[src/design/lsset_pkg.sv]
`timescale 1ns / 1ps
// ----------------------------------------------------------------------------
// lsset_pkg: shared definitions for the liberty sparse set
// Mode codes, default sizes and the controller/datapath command and status
// bundles.
// ----------------------------------------------------------------------------
package lsset_pkg;

  localparam int DEF_BOARD_POINTS  = 512;
  localparam int DEF_MAX_LIBERTIES = 256;
  localparam int DEF_MAX_STONES    = 512;

  // Fixed transaction field widths.
  localparam int MODE_W  = 3;
  localparam int POINT_W = 9;
  localparam int LCNT_W  = 9;
  localparam int SCNT_W  = 10;
  localparam int S_DATA_W = 16;
  localparam int M_DATA_W = 24;

  // Operation codes carried in the mode field.
  localparam logic [MODE_W-1:0] MODE_START         = 3'd0;
  localparam logic [MODE_W-1:0] MODE_ADD_STONE     = 3'd1;
  localparam logic [MODE_W-1:0] MODE_ADD_LIBERTY   = 3'd2;
  localparam logic [MODE_W-1:0] MODE_ERASE_LIBERTY = 3'd3;
  localparam logic [MODE_W-1:0] MODE_CLEAR         = 3'd4;

  // Commands from the controller to the datapath.
  typedef struct packed {
    logic sweep;    // write zero into the position map at the sweep address
    logic capture;  // register the incoming transaction, read the position map
    logic list_rd;  // read the liberty list at the mapped slot and the last slot
    logic commit;   // apply the operation and load the result register
  } cmd_t;

  // Status from the datapath to the controller.
  typedef struct packed {
    logic sweep_done;  // sweep address is at the last map entry
    logic out_free;    // result register can take a new result this cycle
  } status_t;

endpackage

[src/design/lsset_ctrl.sv]
`timescale 1ns / 1ps
// ----------------------------------------------------------------------------
// lsset_ctrl: sequencing state machine
// Runs the position map sweep after reset, then steps each transaction
// through map read, list read and commit.
// ----------------------------------------------------------------------------
module lsset_ctrl (
  input  logic              clk,
  input  logic              rst,
  input  logic              s_tvalid,
  output logic              s_tready,
  output lsset_pkg::cmd_t   cmd,
  input  lsset_pkg::status_t status
);
  import lsset_pkg::*;

  typedef enum logic [1:0] {
    ST_INIT,
    ST_IDLE,
    ST_LOOK,
    ST_CHECK
  } state_t;

  state_t state;

  always_ff @(posedge clk) begin
    if (rst) begin
      state <= ST_INIT;
    end else begin
      unique case (state)
        ST_INIT: begin
          if (status.sweep_done) begin
            state <= ST_IDLE;
          end
        end
        ST_IDLE: begin
          if (s_tvalid) begin
            state <= ST_LOOK;
          end
        end
        ST_LOOK: begin
          state <= ST_CHECK;
        end
        ST_CHECK: begin
          if (status.out_free) begin
            state <= ST_IDLE;
          end
        end
        default: begin
          state <= ST_INIT;
        end
      endcase
    end
  end

  assign s_tready = (state == ST_IDLE);

  always_comb begin
    cmd.sweep   = (state == ST_INIT);
    cmd.capture = (state == ST_IDLE) && s_tvalid;
    cmd.list_rd = (state == ST_LOOK);
    cmd.commit  = (state == ST_CHECK) && status.out_free;
  end

endmodule

[config.mk]
export PLATFORM = sky130hd
export DESIGN_NAME = lsset_ctrl
export DESIGN_NICKNAME = d
export VERILOG_FILES = /design/src/design/lsset_pkg.sv /design/src/design/lsset_ctrl.sv
export SDC_FILE = /design/constraint.sdc
export NUM_CORES = 1
export LEC_CHECK = 0
export BUFFER_PORTS_ARGS = -buffer_cell sky130_fd_sc_hd__buf_4
export CAP_MARGIN = 20
export CORE_AREA = 2 2 39 41
export CTS_CLUSTER_DIAMETER = 100
export CTS_CLUSTER_SIZE = 8
export DETAILED_ROUTE_END_ITERATION = 10
export DIE_AREA = 0 0 41 43
export GPL_TIMING_DRIVEN = 1
export PLACE_DENSITY = 0.4
export SLEW_MARGIN = 15
export SYNTH_ARGS = -nofsm -noshare
export SYNTH_HDL_FRONTEND = slang
export SYNTH_SLANG_ARGS = --single-unit
[constraint.sdc]
create_clock -name clk -period 1.65 [get_ports clk]
set_input_delay 0.0825 -clock clk [delete_from_list [all_inputs] [get_ports clk]]
set_output_delay 0.0825 -clock clk [all_outputs]
set_load 0.02 [all_outputs]
==> impl_metrics.csv <==
group,metric,value,unit
outcome,status,"completed",
drt,first_pass_iters,4,
worst_setup_path,worstSetupEndpointType,"register",
sta,clock_skew,1.12,ps
yosys,syn_avg_cell_area,8.94,um2
place,gp_congestion,0.624,
sta,worst_pin_slew,391,ps
job,maxCapViolCount,0,
power,p_sw,0.170,mW
worst_setup_path,path_class,"register to register",
yosys,yosysWarnings,0,
final_layout,final_common_cell,"buf_4",
sta,holdWs,163,ps
clocking,clockBufferDepth,2,
yosys,synth_cells,21,
yosys,seq_area_frac_synth,21.3,%
place,numPortBuffers,9,
clocking,cts_max_level,1,
final_layout,fin_util,22.2,%
power,power_frac_seq,20.4,%
power,combPwrFrac,54.9,%
sta,maxSlewHeadroom,73.9,%
global_route,antenna_found_initial,0,
worst_setup_path,path_cells,"inv_1, ha_1, a222oi_1, mux2_1",
worst_setup_path,crit_buf_inv,1,
final_layout,final_cell_mix,"buf_4, ha_1, inv_1, clkbuf_4",
sta,finalMaxSlewViolations,0,
clocking,cts_sinks,2,
drt,drc_errors,0,
global_route,grt_first_pass_wirelength,648,um
die,die_x,41,um
yosys,synth_cell_types,11,
sta,setup_tns,0,ps
final_layout,regMostFlops,"state",
clocking,worstSkewPairLatency,220,ps
worst_setup_path,max_stage_delay,400,ps
worst_setup_path,slowest_stage,"a222oi_1",
sta,fin_crit_sh,92.5,%
power,p_int,0.265,mW
clocking,cts_root_buffer,"clkbuf_4",
drt,wl_per_cell,8.58,um
worst_setup_path,worstPathRequired,1750,ps
drt,drt-total-wl,429,um
drt,avgViaCountPerCell,3.64,
worst_setup_path,cp-startpoint,"state[0]",
worst_setup_path,crit_path_start_kind,"register",
sta,grt_setup_unrepaired,"no",
global_route,grt_pass1_vias,169,
sta,timing.fmax,655,MHz
worst_setup_path,arrival,1630,ps
die,coreArea,1380,um2
power,p_clk_share,24.7,%
worst_setup_path,path_max_fanout,4,
sta,fin_crit,1530,ps
final_layout,layout.nets,46,
global_route,grt_max_degree,5,
worst_setup_path,r2r-start,"state[0]",
min_path,hold_path.class,"input pin to register",
power,peakVddDrop,462,uV
die,placement_rows,14,
power,p_leak,0.162,nW
die,dieArea,1760,um2
min_path,min_from,"rst",
clocking,cts_buffers,3,
worst_setup_path,path_delay_family,"compound AO/OA/AOI/OAI gates",
drt,ant_nets,0,
final_layout,top_regs,"state (2)",
drt,num_vias,182,
clocking,cts_tree,"built",
place,place_area,283,um2
final_layout,drive_gt1_share,50.0,%
place,dp_slack,89.3,ps
die,ioPinCount,10,
yosys,syn_area,188,um2
sta,hold_violations,0,
power,fin_total_pwr,0.435,mW
yosys,ys_seq_elements,2,
power,cellPowerDensity,1410,nW/um2
drt,drt_iter0_markers,2,
yosys,syn_nets,31,
sta,setup_ws,124,ps
global_route,overflow,0,
final_layout,design_area,308,um2
clocking,postCtsSetupBuffers,0,
final_layout,antenna_cells,0,
die,initial_core_util,13.6,%
final_layout,instances_no_fill,50,
final_layout,area_delta_synth_final,64.0,%
sta,setup_viol,0,
global_route,grt_use_total,6.01,%
place,dp_cells,47,
final_layout,largest_register_ffs,2,
power,swShare,39.0,%
die,die_h,43,um
clocking,clk_transition_reported_paths,30,ps
## final timing paths
check / slack, ps / cells after the start / to
worst max register to register: 120 / 4 / state[0]
worst max-delay path: 120 / 4 / state[0]
worst min-delay path: 160 / 3 / state[1]
worst min register to register: 500 / 2 / state[1]
## routing by layer
| metal | track usage, % | vias up | wire (um) |
|---|---|---|---|
| li1 | - | 91 | - |
| met1 | 6.07 | 81 | 189 |
| met2 | 8.13 | 10 | 185 |
| met3 | 4.71 | 0 | 54 |
| met4 | 4.00 | 0 | 0 |
| met5 | 0 | - | 0 |
## what timing repair did
| item | CTS | global route |
|---|---|---|
| hold buffers | 0 | 0 |
| endpoints found under the setup margin | 0 | 1 |
| endpoints found under the hold margin | 0 | 0 |
| gates resized for setup | 0 | 2 |
## layout make-up
class / instances / area [um2]
clock buffers: 3 / 22.5
fillers: 160 / 1080
inverters: 5 / 20.0
multi-input cells: 14 / 128
flip-flops and latches: 2 / 42.5
well taps: 16 / 20.0
repair buffers: 10 / 75.1
## synth_stat cells, drive strengths merged
cell / n / area share (%)
inv: 4 / 8.0
and2: 2 / 7.3
ha: 5 / 33
a222oi: 1 / 5.3
clkinvlp: 1 / 2.7
dfxtp: 2 / 21
nand2b: 2 / 6.7
nor2: 2 / 4.0
mux2: 1 / 6.0
mux2i: 1 / 5.3
## kinds of logic (layout without fill, tap and decap cells)
group                      after synthesis  count (layout)  synth area share (%)
adders and majority gates                5               5                  33.3
DFF                                      2               2                  21.3
buffers and inverters                    5              18                  10.7
and+or+nand+nor                          6               6                  18.0
muxes                                    2               2                  11.3
AOI/OAI and AO/OA                        1               1                  5.33
## tightest hold or removal path, delay by kind of cell
family,cells,cell delay (ps)
buffers and inverters,1,100
and+or+nand+nor,1,90
muxes,1,60
## power groups by stage
| stage | clock network (mW) | logic, mW | registers (mW) |
|---|---|---|---|
| 3_3_place_gp | 0 | 0.239 | 0.0836 |
| 5_1_grt | 0.119 | 0.265 | 0.0919 |
| 3_5_place_dp | 0 | 0.240 | 0.0857 |
| 2_1_floorplan | 0 | 0.151 | 0.0802 |
| 4_1_cts | 0.116 | 0.241 | 0.0850 |
| 6_report | 0.107 | 0.238 | 0.0888 |
No activity file was read; power rests on OpenSTA's default activity.
